==> config.mk <==
export PLATFORM = sky130hd
export DESIGN_NAME = x_drive_mixer_turn_spill
export DESIGN_NICKNAME = d
export VERILOG_FILES = /design/src/rtl/xdm_pkg.sv /design/src/rtl/xdm_step.sv /design/src/rtl/x_drive_mixer_turn_spill.sv
export SDC_FILE = /design/constraint.sdc
export NUM_CORES = 1
export LEC_CHECK = 0
export BUFFER_PORTS_ARGS = -buffer_cell sky130_fd_sc_hd__buf_2
export CORE_MARGIN = 4
export CORE_UTILIZATION = 44
export DETAILED_ROUTE_END_ITERATION = 12
export HOLD_SLACK_MARGIN = 0.08
export PLACE_DENSITY_LB_ADDON = 0.3
export RECOVER_POWER = 100
export SLEW_MARGIN = 20
export SYNTH_ARGS = -nofsm -noshare
export SYNTH_HDL_FRONTEND = slang
export SYNTH_SLANG_ARGS = --single-unit
export TNS_END_PERCENT = 1
==> constraint.sdc <==
create_clock -name clk_i -period 8.7 [get_ports clk_i]
set_clock_uncertainty 0.1 [all_clocks]
set_input_delay 0.435 -clock clk_i [delete_from_list [all_inputs] [get_ports clk_i]]
set_output_delay 0.435 -clock clk_i [all_outputs]
set_load 0.02 [all_outputs]
==> src/rtl/xdm_pkg.sv <==
`default_nettype none
package xdm_pkg;

  // APB address width and register indexes (byte address = 4 * index)
  localparam int unsigned APB_AW = 4;
  localparam logic [1:0] REG_MOVE_GAIN   = 2'd0;
  localparam logic [1:0] REG_STRAFE_GAIN = 2'd1;
  localparam logic [1:0] REG_TURN_GAIN   = 2'd2;

  localparam int unsigned GAIN_W = 10;
  localparam logic [GAIN_W-1:0] GAIN_RESET = 10'd256;

  // pending turn counter width, holds well over the largest turn plus spill
  localparam int unsigned TURN_W = 12;

  // how many units a wheel takes in one step
  typedef enum logic [1:0] {
    ADD_NONE = 2'd0,
    ADD_ONE  = 2'd1,
    ADD_TWO  = 2'd2
  } add_e;

  // decision of one turn step for one side
  typedef struct packed {
    add_e front_add;
    add_e rear_add;
    logic spill;
  } step_t;

  typedef enum logic [2:0] {
    ST_IDLE,
    ST_MUL,
    ST_BASE,
    ST_LEFT,
    ST_RIGHT,
    ST_LEFT2,
    ST_DONE
  } state_e;

endpackage
`default_nettype wire

==> src/rtl/xdm_step.sv <==
`default_nettype none
// One turn unit for one side: decides where the unit lands, or whether it spills.
module xdm_step #(
  parameter int MotorLimit = 127,
  parameter int WheelW     = 9
) (
  input  wire logic                     neg_i,
  input  wire logic signed [WheelW-1:0] front_i,
  input  wire logic signed [WheelW-1:0] rear_i,
  output xdm_pkg::step_t                ctl_o
);
  import xdm_pkg::*;

  localparam logic signed [WheelW-1:0] LimP = WheelW'(MotorLimit);
  localparam logic signed [WheelW-1:0] LimN = -LimP;

  logic signed [WheelW-1:0] u1, u2;
  logic signed [WheelW-1:0] f1, f2, r1, r2;
  logic fit_f1, fit_f2, fit_r1, fit_r2;

  // one and two units in the turn direction
  assign u1 = neg_i ? -WheelW'(1) : WheelW'(1);
  assign u2 = neg_i ? -WheelW'(2) : WheelW'(2);

  assign f1 = front_i + u1;
  assign f2 = front_i + u2;
  assign r1 = rear_i + u1;
  assign r2 = rear_i + u2;

  assign fit_f1 = (f1 <= LimP) && (f1 >= LimN);
  assign fit_f2 = (f2 <= LimP) && (f2 >= LimN);
  assign fit_r1 = (r1 <= LimP) && (r1 >= LimN);
  assign fit_r2 = (r2 <= LimP) && (r2 >= LimN);

  // placement priority: front, then rear or a second front unit; else rear alone
  always_comb begin
    ctl_o = '{front_add: ADD_NONE, rear_add: ADD_NONE, spill: 1'b0};
    if (fit_f1) begin
      ctl_o.front_add = ADD_ONE;
      if (fit_r1) begin
        ctl_o.rear_add = ADD_ONE;
      end else if (fit_f2) begin
        ctl_o.front_add = ADD_TWO;
      end
    end else if (fit_r2) begin
      ctl_o.rear_add = ADD_TWO;
    end else if (fit_r1) begin
      ctl_o.rear_add = ADD_ONE;
    end else begin
      ctl_o.spill = 1'b1;
    end
  end

endmodule
`default_nettype wire

==> src/rtl/x_drive_mixer_turn_spill.sv <==
// X-drive mixer: one shared 8x10 multiplier forms the three scaled commands in
// turn, the saturated wheel bases are then built, then a single step unit places
// one turn unit per cycle over three passes (left, right, left).
// done_o is a one-cycle strobe after the last pass; busy holds through done, and a
// new transaction is accepted only once the block is back in idle.
// Reset clears the sequencer and sets all gains to 1.0; results cannot be stalled.
`default_nettype none
module x_drive_mixer_turn_spill #(
  parameter int MotorLimit = 127
) (
  input  wire logic                        clk_i,
  input  wire logic                        rst_ni,
  // command
  input  wire logic                        start,
  output      logic                        busy,
  input  wire logic signed [7:0]           move_cmd_i,
  input  wire logic signed [7:0]           strafe_cmd_i,
  input  wire logic signed [7:0]           turn_cmd_i,
  // result
  output      logic                        done_o,
  output      logic signed [7:0]           front_left_out_o,
  output      logic signed [7:0]           front_right_out_o,
  output      logic signed [7:0]           rear_left_out_o,
  output      logic signed [7:0]           rear_right_out_o,
  // configuration
  input  wire logic                        psel,
  input  wire logic                        penable,
  input  wire logic                        pwrite,
  input  wire logic [xdm_pkg::APB_AW-1:0]  paddr,
  input  wire logic [31:0]                 pwdata,
  output      logic [31:0]                 prdata,
  output      logic                        pready
);
  import xdm_pkg::*;

  localparam int WheelW = $clog2(MotorLimit + 3) + 1;
  localparam int CmpW   = (WheelW > 13) ? WheelW + 1 : 14;
  localparam int ExtW   = (WheelW > 8) ? WheelW : 8;

  state_e state_q, state_d;

  logic [GAIN_W-1:0] move_gain_q, strafe_gain_q, turn_gain_q;
  logic              cfg_wr;

  logic signed [7:0] mc_q, mc_d, sc_q, sc_d, tc_q, tc_d;
  logic [1:0]        mcnt_q, mcnt_d;
  logic signed [18:0] mv_q, mv_d, st_q, st_d, p_q, p_d;

  logic signed [WheelW-1:0] fl_q, fl_d, fr_q, fr_d, rl_q, rl_d, rr_q, rr_d;
  logic signed [TURN_W-1:0] t_q, t_d, rt_q, rt_d, spill_q, spill_d;

  // shared multiplier
  logic signed [7:0]  mul_a;
  logic [GAIN_W-1:0]  mul_b;
  logic signed [18:0] prod;

  // base and turn split
  logic signed [19:0] sum_p, sum_m;
  logic [18:0]        pmag;
  logic [19:0]        half_sum;
  logic signed [TURN_W-1:0] lt;

  // step unit
  logic                     t_neg, t_zero, on_left;
  logic signed [WheelW-1:0] front_s, rear_s, u1, u2, front_n, rear_n;
  logic signed [TURN_W-1:0] ut;
  step_t                    step;

  // ---------------- configuration port ----------------
  assign pready = 1'b1;
  assign cfg_wr = psel && penable && pwrite && pready;

  always_ff @(posedge clk_i or negedge rst_ni) begin
    if (!rst_ni) begin
      move_gain_q   <= GAIN_RESET;
      strafe_gain_q <= GAIN_RESET;
      turn_gain_q   <= GAIN_RESET;
    end else if (cfg_wr) begin
      case (paddr[3:2])
        REG_MOVE_GAIN:   move_gain_q   <= pwdata[GAIN_W-1:0];
        REG_STRAFE_GAIN: strafe_gain_q <= pwdata[GAIN_W-1:0];
        REG_TURN_GAIN:   turn_gain_q   <= pwdata[GAIN_W-1:0];
        default: ;
      endcase
    end
  end

  always_comb begin
    case (paddr[3:2])
      REG_MOVE_GAIN:   prdata = {(32 - GAIN_W)'(0), move_gain_q};
      REG_STRAFE_GAIN: prdata = {(32 - GAIN_W)'(0), strafe_gain_q};
      REG_TURN_GAIN:   prdata = {(32 - GAIN_W)'(0), turn_gain_q};
      default:         prdata = '0;
    endcase
  end

  // ---------------- shared multiplier ----------------
  always_comb begin
    case (mcnt_q)
      2'd0: begin
        mul_a = mc_q;
        mul_b = move_gain_q;
      end
      2'd1: begin
        mul_a = sc_q;
        mul_b = strafe_gain_q;
      end
      default: begin
        mul_a = tc_q;
        mul_b = turn_gain_q;
      end
    endcase
  end

  assign prod = 19'(mul_a) * 19'($signed({1'b0, mul_b}));

  // ---------------- base sums and turn split ----------------
  function automatic logic signed [WheelW-1:0] wheel_base(input logic signed [19:0] num);
    logic [19:0]     mag;
    logic [CmpW-1:0] q;
    logic [CmpW-1:0] m;
    mag = num[19] ? 20'(-num) : 20'(num);
    q   = CmpW'(mag[19:8]);
    m   = (q > CmpW'(MotorLimit)) ? CmpW'(MotorLimit) : q;
    return num[19] ? -$signed(m[WheelW-1:0]) : $signed(m[WheelW-1:0]);
  endfunction

  assign sum_p    = 20'(mv_q) + 20'(st_q);
  assign sum_m    = 20'(mv_q) - 20'(st_q);
  assign pmag     = p_q[18] ? 19'(-p_q) : 19'(p_q);
  assign half_sum = 20'(pmag) + 20'd256;
  assign lt       = p_q[18] ? -$signed(TURN_W'(half_sum[19:9])) : $signed(TURN_W'(half_sum[19:9]));

  // ---------------- turn step unit ----------------
  assign on_left = (state_q == ST_LEFT) || (state_q == ST_LEFT2);
  assign front_s = on_left ? fl_q : fr_q;
  assign rear_s  = on_left ? rl_q : rr_q;
  assign t_neg   = t_q[TURN_W-1];
  assign t_zero  = (t_q == '0);
  assign ut      = t_neg ? -TURN_W'(1) : TURN_W'(1);
  assign u1      = t_neg ? -WheelW'(1) : WheelW'(1);
  assign u2      = t_neg ? -WheelW'(2) : WheelW'(2);

  xdm_step #(
    .MotorLimit (MotorLimit),
    .WheelW     (WheelW)
  ) u_step (
    .neg_i   (t_neg),
    .front_i (front_s),
    .rear_i  (rear_s),
    .ctl_o   (step)
  );

  always_comb begin
    case (step.front_add)
      ADD_ONE: front_n = front_s + u1;
      ADD_TWO: front_n = front_s + u2;
      default: front_n = front_s;
    endcase
    case (step.rear_add)
      ADD_ONE: rear_n = rear_s + u1;
      ADD_TWO: rear_n = rear_s + u2;
      default: rear_n = rear_s;
    endcase
  end

  // ---------------- sequencer: next state ----------------
  always_comb begin
    state_d = state_q;
    case (state_q)
      ST_IDLE:  if (start) state_d = ST_MUL;
      ST_MUL:   if (mcnt_q == 2'd2) state_d = ST_BASE;
      ST_BASE:  state_d = ST_LEFT;
      ST_LEFT:  if (t_zero) state_d = ST_RIGHT;
      ST_RIGHT: if (t_zero) state_d = ST_LEFT2;
      ST_LEFT2: if (t_zero) state_d = ST_DONE;
      ST_DONE:  state_d = ST_IDLE;
      default:  state_d = ST_IDLE;
    endcase
  end

  // ---------------- sequencer: outputs ----------------
  always_comb begin
    busy   = 1'b1;
    done_o = 1'b0;
    case (state_q)
      ST_IDLE: busy = 1'b0;
      ST_DONE: done_o = 1'b1;
      default: ;
    endcase
  end

  // ---------------- datapath ----------------
  always_comb begin
    mc_d    = mc_q;
    sc_d    = sc_q;
    tc_d    = tc_q;
    mcnt_d  = mcnt_q;
    mv_d    = mv_q;
    st_d    = st_q;
    p_d     = p_q;
    fl_d    = fl_q;
    fr_d    = fr_q;
    rl_d    = rl_q;
    rr_d    = rr_q;
    t_d     = t_q;
    rt_d    = rt_q;
    spill_d = spill_q;
    case (state_q)
      ST_IDLE: begin
        mcnt_d = 2'd0;
        if (start) begin
          mc_d = move_cmd_i;
          sc_d = strafe_cmd_i;
          tc_d = turn_cmd_i;
        end
      end
      ST_MUL: begin
        mcnt_d = mcnt_q + 2'd1;
        case (mcnt_q)
          2'd0:    mv_d = prod;
          2'd1:    st_d = prod;
          default: p_d  = prod;
        endcase
      end
      ST_BASE: begin
        fl_d    = wheel_base(sum_p);
        rr_d    = wheel_base(sum_p);
        fr_d    = wheel_base(sum_m);
        rl_d    = wheel_base(sum_m);
        t_d     = lt;
        rt_d    = -lt;
        spill_d = '0;
      end
      ST_LEFT, ST_RIGHT, ST_LEFT2: begin
        if (!t_zero) begin
          t_d = t_q - ut;
          if (step.spill) spill_d = spill_q - ut;
          if (on_left) begin
            fl_d = front_n;
            rl_d = rear_n;
          end else begin
            fr_d = front_n;
            rr_d = rear_n;
          end
        end else if (state_q == ST_LEFT) begin
          t_d     = rt_q + spill_q;
          spill_d = '0;
        end else if (state_q == ST_RIGHT) begin
          t_d     = spill_q;
          spill_d = '0;
        end
      end
      default: ;
    endcase
  end

  always_ff @(posedge clk_i or negedge rst_ni) begin
    if (!rst_ni) begin
      state_q <= ST_IDLE;
      mcnt_q  <= 2'd0;
    end else begin
      state_q <= state_d;
      mcnt_q  <= mcnt_d;
    end
  end

  always_ff @(posedge clk_i) begin
    mc_q    <= mc_d;
    sc_q    <= sc_d;
    tc_q    <= tc_d;
    mv_q    <= mv_d;
    st_q    <= st_d;
    p_q     <= p_d;
    fl_q    <= fl_d;
    fr_q    <= fr_d;
    rl_q    <= rl_d;
    rr_q    <= rr_d;
    t_q     <= t_d;
    rt_q    <= rt_d;
    spill_q <= spill_d;
  end

  // ---------------- result ports ----------------
  logic signed [ExtW-1:0] fl_ext, fr_ext, rl_ext, rr_ext;
  assign fl_ext = ExtW'(fl_q);
  assign fr_ext = ExtW'(fr_q);
  assign rl_ext = ExtW'(rl_q);
  assign rr_ext = ExtW'(rr_q);

  assign front_left_out_o  = fl_ext[7:0];
  assign front_right_out_o = fr_ext[7:0];
  assign rear_left_out_o   = rl_ext[7:0];
  assign rear_right_out_o  = rr_ext[7:0];

`ifndef SYNTHESIS
  // an accepted transaction makes the block busy in the next cycle
  a_accept_busy: assert property (@(posedge clk_i) disable iff (!rst_ni)
    (start && !busy) |=> busy)
    else $error("accepted transaction did not raise busy");

  // the result strobe lasts exactly one cycle
  a_done_pulse: assert property (@(posedge clk_i) disable iff (!rst_ni)
    done_o |=> !done_o)
    else $error("done_o held longer than one cycle");

  // all turn units are placed or spilled before the result is shown
  a_done_turn: assert property (@(posedge clk_i) disable iff (!rst_ni)
    done_o |-> (t_q == '0))
    else $error("result shown with turn units pending");

  // the side being stepped always stays inside the motor limit
  a_step_fits: assert property (@(posedge clk_i) disable iff (!rst_ni)
    ((state_q == ST_LEFT) || (state_q == ST_RIGHT) || (state_q == ST_LEFT2)) |->
      ((front_s <= WheelW'(MotorLimit)) && (front_s >= -WheelW'(MotorLimit)) &&
       (rear_s <= WheelW'(MotorLimit)) && (rear_s >= -WheelW'(MotorLimit))))
    else $error("wheel command outside motor limit during turn step");
`endif

endmodule
`default_nettype wire
### Yosys cells after proc, flatten, opt, wreduce, memory -nomap -nowiden

Index checks and enable logic that the tools add are counted.

* multiply operators: 1
* mux-type cells: 57
* reductions and logical operators: 27
* eq/ne operators: 24
* bitwise operators: 1
* $add $sub $neg: 18
* $lt $le $gt $ge: 10

Operators by type and width (count)
* 2-to-1 mux 9 bit: 16
* 2-to-1 mux 12 bit: 9
* case mux 9 bit (2 select lines): 6
* case mux 12 bit (2 select lines): 2
* 2-to-1 mux 20 bit: 2
* negator 20 bit: 2
* adder 9 bit: 4
* >= comparator 9 x 8 -> 1 bit, second input constant: 4
* less-or-equal comparator 9 x 8 -> 1 bit, second input constant: 4
* case mux 10 bit (3 select lines): 1
* greater-than comparator 12 x 7 -> 1 bit, second input constant: 2
* subtractor 12 bit: 2
* adder 19 x 19 -> 20 bit: 1
* adder 19 x 9 -> 20 bit, second input constant: 1
* case mux 10 bit (2 select lines): 1
* subtractor 19 x 19 -> 20 bit: 1
* multiplier 8 x 11 -> 19 bit: 1
* 2-to-1 mux 19 bit: 1
* negator 19 bit: 1
* negator 9 bit: 2
* case mux 3 bit (6 select lines): 1
* != test 2 bit, second input constant: 8
* case mux 8 bit (2 select lines): 1
* AND reduction 2 bit: 8
* 26 further kinds: 57

* bits in registers: 188

### Depth between registers and ports, before layout

* depth after elaboration: 14
* mapped depth: 27
* gate-level depth less buffers: 25

### By module

From an unflattened synthesis, not the netlist that was laid out.

* cells, all modules: 2046
* area, all modules: 18561.6 um^2

Modules (own cells, without submodules)
* x_drive_mixer_turn_spill: area each 17045.1 um^2, times used 1, cells an instance 1838
* xdm_step: area each 1516.5 um^2, times used 1, cells an instance 208

### Worst setup path after synthesis

No wires, ideal clock.

* path type: flip-flop to flip-flop
* start: register mcnt_q[0]
* end: register mv_q[17] (data pin)
* path slack: 2.243 ns
* period minus slack after synthesis: 6.457 ns
* data arrival time: 6.177 ns
* library setup time: 0.180 ns
* cell stages (with the launch flop): 25
* cells stage by stage: dfrtp_1 inv_1 ha_1 clkbuf_1 clkbuf_1 a22o_1 a21oi_1 nor2_1 fa_1 inv_1 fa_1 fa_1 fa_1 inv_1 ha_1 a21oi_1 o21ai_0 a21oi_1 o21ai_0 a21oi_1 o21ai_0 a2111o_1 o311ai_0 or4b_2 o211ai_1

* word-level cells in the longest chain between the ends: 3
* elaborated cells on any way between the ends: 5
* those cells by class: 1 x mul; 1 x eq/ne; 2 x mux; 1 x reduce/logical

RTL lines
* start, declared: RTL line x_drive_mixer_turn_spill.sv:46 `logic [1:0] mcnt_q, mcnt_d;`
* start signal, assigned: RTL line x_drive_mixer_turn_spill.sv:264 `mcnt_q <= mcnt_d;`
* equality test 2 x 1 -> 1 bit or zero test 2 bit (tied branches): RTL line x_drive_mixer_turn_spill.sv:99 `case (mcnt_q)`
* case mux 8 bit (2 select lines) or case mux 10 bit (2 select lines) (tied branches): RTL line x_drive_mixer_turn_spill.sv:99
* multiplier 8 x 11 -> 19 bit (*): RTL line x_drive_mixer_turn_spill.sv:115 `assign prod = 19'(mul_a) * 19'($signed({1'b0, mul_b}));`
* net prod[17]: RTL line x_drive_mixer_turn_spill.sv:55 `logic signed [18:0] prod;`
* end signal, assigned: RTL line x_drive_mixer_turn_spill.sv:272 `mv_q <= mv_d;`
* end, declared: RTL line x_drive_mixer_turn_spill.sv:47 `logic signed [18:0] mv_q, mv_d, st_q, st_d, p_q, p_d;`

Mark *: on every way through the listed nets, which the timed path passes. The rest lies on a longest branch.
A chain may end at the register's enable or synchronous reset.

### Final worst setup path

* start: register mcnt_q[0]
* end: register st_q[17] (data pin)

* word-level cells in the longest chain between the ends: 3
* elaborated cells on any way between the ends: 5
* those cells by class: 1 x mul; 1 x eq/ne; 2 x mux; 1 x reduce/logical

RTL lines
* equality test 2 x 1 -> 1 bit or zero test 2 bit (tied branches): RTL line x_drive_mixer_turn_spill.sv:99
* case mux 8 bit (2 select lines) or case mux 10 bit (2 select lines) (tied branches): RTL line x_drive_mixer_turn_spill.sv:99
* multiplier 8 x 11 -> 19 bit (*): RTL line x_drive_mixer_turn_spill.sv:115
* net prod[17]: RTL line x_drive_mixer_turn_spill.sv:55
* end signal, assigned: RTL line x_drive_mixer_turn_spill.sv:273 `st_q <= st_d;`
* end, declared: RTL line x_drive_mixer_turn_spill.sv:47

Marked as above.

==> impl_metrics.toml <==
[outcome]
run_status = "complete, but fails checks"
violations = "max-capacitance violations, max-slew violations"

[logic_synthesis]
synth_enable_flop_cells = 153
synth_top_area_cell = "sky130_fd_sc_hd__edfxtp_1"
synthArstFlopShare_pct = 18.62
ys_seq_elements = 188
synth_cell_types = 99
ys_warn_count = 0
synthesis.area_per_instance_um2 = 9.319
sequential_fraction_of_the_synthesis_area_pct = 30.74
yosysTopAreaCellShare_pct = 25.80
netlist_top_cells_area = "sky130_fd_sc_hd__edfxtp_1 26%, sky130_fd_sc_hd__ha_1 11%, sky130_fd_sc_hd__fa_1 6.5%"
synth.cell_area_um2 = 17810
synth_flop_cell = "sky130_fd_sc_hd__edfxtp_1"
netlist_instances = 1911

[route]
highest_layer = "met4"
postRouteAntennaNets = 0
wl_um = 43270
route.vias.total = 14090
routedWlPerCell_um = 17.39
dr_wl_met3_um = 1807
number_of_violations_reported_at_the_end_of_detailed_routing_iteration_0 = 885
total_drc_errors_in_the_routed_layout = 0
detail_routed_via_count_per_cell = 5.659
detailroute.wirelength.met2_um = 20960
m1WireLength_um = 19520
detailedRoute.firstPassIterationCount = 5

[global_routing]
initial_antenna_violation_count = 0
grt_max_degree = 39
grt.total_usage_pct = 19.42
global_route.overflow_total = 0
grt_first_pass_wirelength_um = 70740
via_count_of_the_first_global_routing_pass = 13820

[die]
dieHeight_um = 209.2
std_cell_rows = 73
dieWidth_um = 209.2
io-pin-count = 133
dieArea_um2 = 43760
floorplan.initialDensity_pct = 44.62
core_region_area_um2 = 39910

[setup_path]
timing.critical_path.to_type = "register"
cp-startpoint = "mcnt_q[0]"
timing.setup.critical_path_class = "register to register"
cp_data_required_time_ns = 8.81
critical_path.max_fanout = 20
critical_path.reg2reg.startpoint = "mcnt_q[0]"
arrival_ns = 7.56
critical_path.startpoint_type = "register"

[finish]
final_nets = 2226
most-common-layout-cells = "171 x sky130_fd_sc_hd__nor2_1, 153 x sky130_fd_sc_hd__inv_1, 153 x sky130_fd_sc_hd__edfxtp_1"
layout.cells.most_common = "sky130_fd_sc_hd__nor2_1"
antenna_cells = 0
multi_input_combinational_cell_area_um2 = 11140
layout.filler_cells = 3732
growth_of_design_area_from_synthesis_to_finish_pct = 7.581
register_area_um2 = 5474
drive_gt1_share_pct = 8.961

[clock_network]
tritoncts_num_sinks = 188
tritoncts.num_buffers = 17
cts.hold.buffers_added = 25
cts.htree.levels = 4
post-cts-setup-buffers = 0
clk_pin_slew_ns = 0.08
tritoncts = "done"
clock_tree.buffer_depth = 2
worstSkewPairLatency_ns = 0.46
clock-root-buffer = "sky130_fd_sc_hd__clkbuf_16"
post_cts_resize_count = 0

[timing]
fin_tns_setup_ns = 0
timing_hold_violations_final = 0
final.min_clock_period_ns = 7.441
setup_viol = 0
max_clock_freq_ghz = 0.1344
rsz0062_at_grt = "false"
tightest_slew_ns = 1.968
max_slew_margin_pct = -31.23
timing.final.max_slew_violations = 47
fin_crit_sh_pct = 85.53
whs_ns = 0.1296

[worst_hold_path]
worst_hold_path_type = "input pin to register"
worst_hold_startpoint = "pwdata[2]"

[run]
maxCapViolCount = 2

[place]
gp_congestion = 0.8987
io_buffers = 85
post-dp-hpwl_um = 33280
[final timing paths]
| check | to | slack, ns | cells after the start |
|---|---|---|---|
| max | st_q[17] | 1.26 | 23 |
| min | strafe_gain_q[2] | 0.13 | 2 |
| max reg2reg | st_q[17] | 1.26 | 23 |
| min reg2reg | turn_gain_q[5] | 0.43 | 1 |
| max in group asynchronous | turn_gain_q[7] | 6.41 | 2 |
| min in group asynchronous | state_q[2] | 0.97 | 2 |
[layer usage]
layer	up-vias	GRT usage, %
met5	-	0
met4	0	5.963
met3	52	2.777
met2	330	33.18
met1	6775	25.62
li1	6929	-
[worst max-delay path, cell delays in order, from the launching register on]
cell                       delay (ns)
sky130_fd_sc_hd__dfrtp_1         0.39
sky130_fd_sc_hd__inv_1           0.12
sky130_fd_sc_hd__ha_1            0.17
sky130_fd_sc_hd__buf_4           0.26
sky130_fd_sc_hd__nor2_1          0.10
sky130_fd_sc_hd__clkbuf_1        0.30
sky130_fd_sc_hd__a21oi_1         0.74
sky130_fd_sc_hd__nand2_1         0.17
sky130_fd_sc_hd__fa_1            0.56
sky130_fd_sc_hd__fa_1            0.55
sky130_fd_sc_hd__inv_1           0.06
sky130_fd_sc_hd__fa_1            0.50
sky130_fd_sc_hd__fa_1            0.50
sky130_fd_sc_hd__ha_1            0.34
sky130_fd_sc_hd__inv_1           0.06
sky130_fd_sc_hd__o21ai_0         0.08
sky130_fd_sc_hd__a21oi_1         0.23
sky130_fd_sc_hd__o21ai_0         0.10
sky130_fd_sc_hd__a21oi_1         0.21
sky130_fd_sc_hd__o21ai_0         0.15
sky130_fd_sc_hd__a2111o_1        0.42
sky130_fd_sc_hd__o311ai_0        0.18
sky130_fd_sc_hd__or4b_2          0.64
sky130_fd_sc_hd__o211ai_1        0.23
[cell families after synthesis]
logic type,share of synthesized area (%)
other cells,0.04217
fa+ha+maj,17.13
buf+inv,7.145
compound gates,19.90
mux,4.426
xor+xnor,6.127
flops,30.74
simple gates,14.49
[per-stage QoR]
step                setup WS [ns]  util, %  area [um2]  instances
CTS                         1.406    48.25       19260       2489
finish                      1.259    48.00       19160       2489
detailed placement          1.450    46.12       18410       2432
global placement            1.567    46.12       18410       2432
floorplan                   2.243        -       17890       1932
global route               0.7621    48.00       19160       2489
[registers in the layout, indices dropped and copies added (netlist names)]
signal and cells:
rr_ext 9, sc_q 8, mc_q 8, tc_q 8
st_q 19, p_q 19, mv_q 19, fr_ext 9
turn_gain_q 10, state_q 3, rl_ext 9, move_gain_q 10
mcnt_q 2, t_q 12, spill_q 12, strafe_gain_q 10
fl_ext 9, rt_q 12
[Yosys cell counts, drive strengths merged, types with 9 or more instances]
| master | number |
|---|---|
| xor2 | 46 |
| nor4 | 14 |
| o21bai | 20 |
| a31oi | 38 |
| nand4 | 9 |
| nor2 | 174 |
| a211o | 10 |
| a22o | 19 |
| inv | 153 |
| mux2i | 24 |
| clkbuf | 57 |
| mux2 | 48 |
| o311ai | 9 |
| nand3 | 24 |
| nor2b | 22 |
| a21boi | 9 |
| and3 | 14 |
| or3 | 10 |
| nand2 | 124 |
| o21a | 10 |
| o211ai | 17 |
| nand2b | 31 |
| o21ai | 93 |
| a21oi | 113 |
| ha | 151 |
| o211a | 9 |
| buf | 68 |
| a221o | 10 |
| xnor2 | 76 |
| dfrtp | 32 |
| o31ai | 14 |
| and2 | 14 |
| or2 | 18 |
| fa | 58 |
| a21o | 47 |
| a211oi | 23 |
| edfxtp | 153 |
| nor3 | 38 |
[final cells by class]
cell class	instances	share of cell area [%]
Timing Repair Buffer	125	3.664
Clock inverter	12	0.6335
Inverter	155	3.037
Sequential cell	188	28.57
Tap cell	525	3.429
Clock buffer	20	2.495
Multi-Input combinational cell	1464	58.17
Power is left out: the tool's default activity adds up to more than one toggle a clock period on the data nets, which glitch-free logic cannot reach.
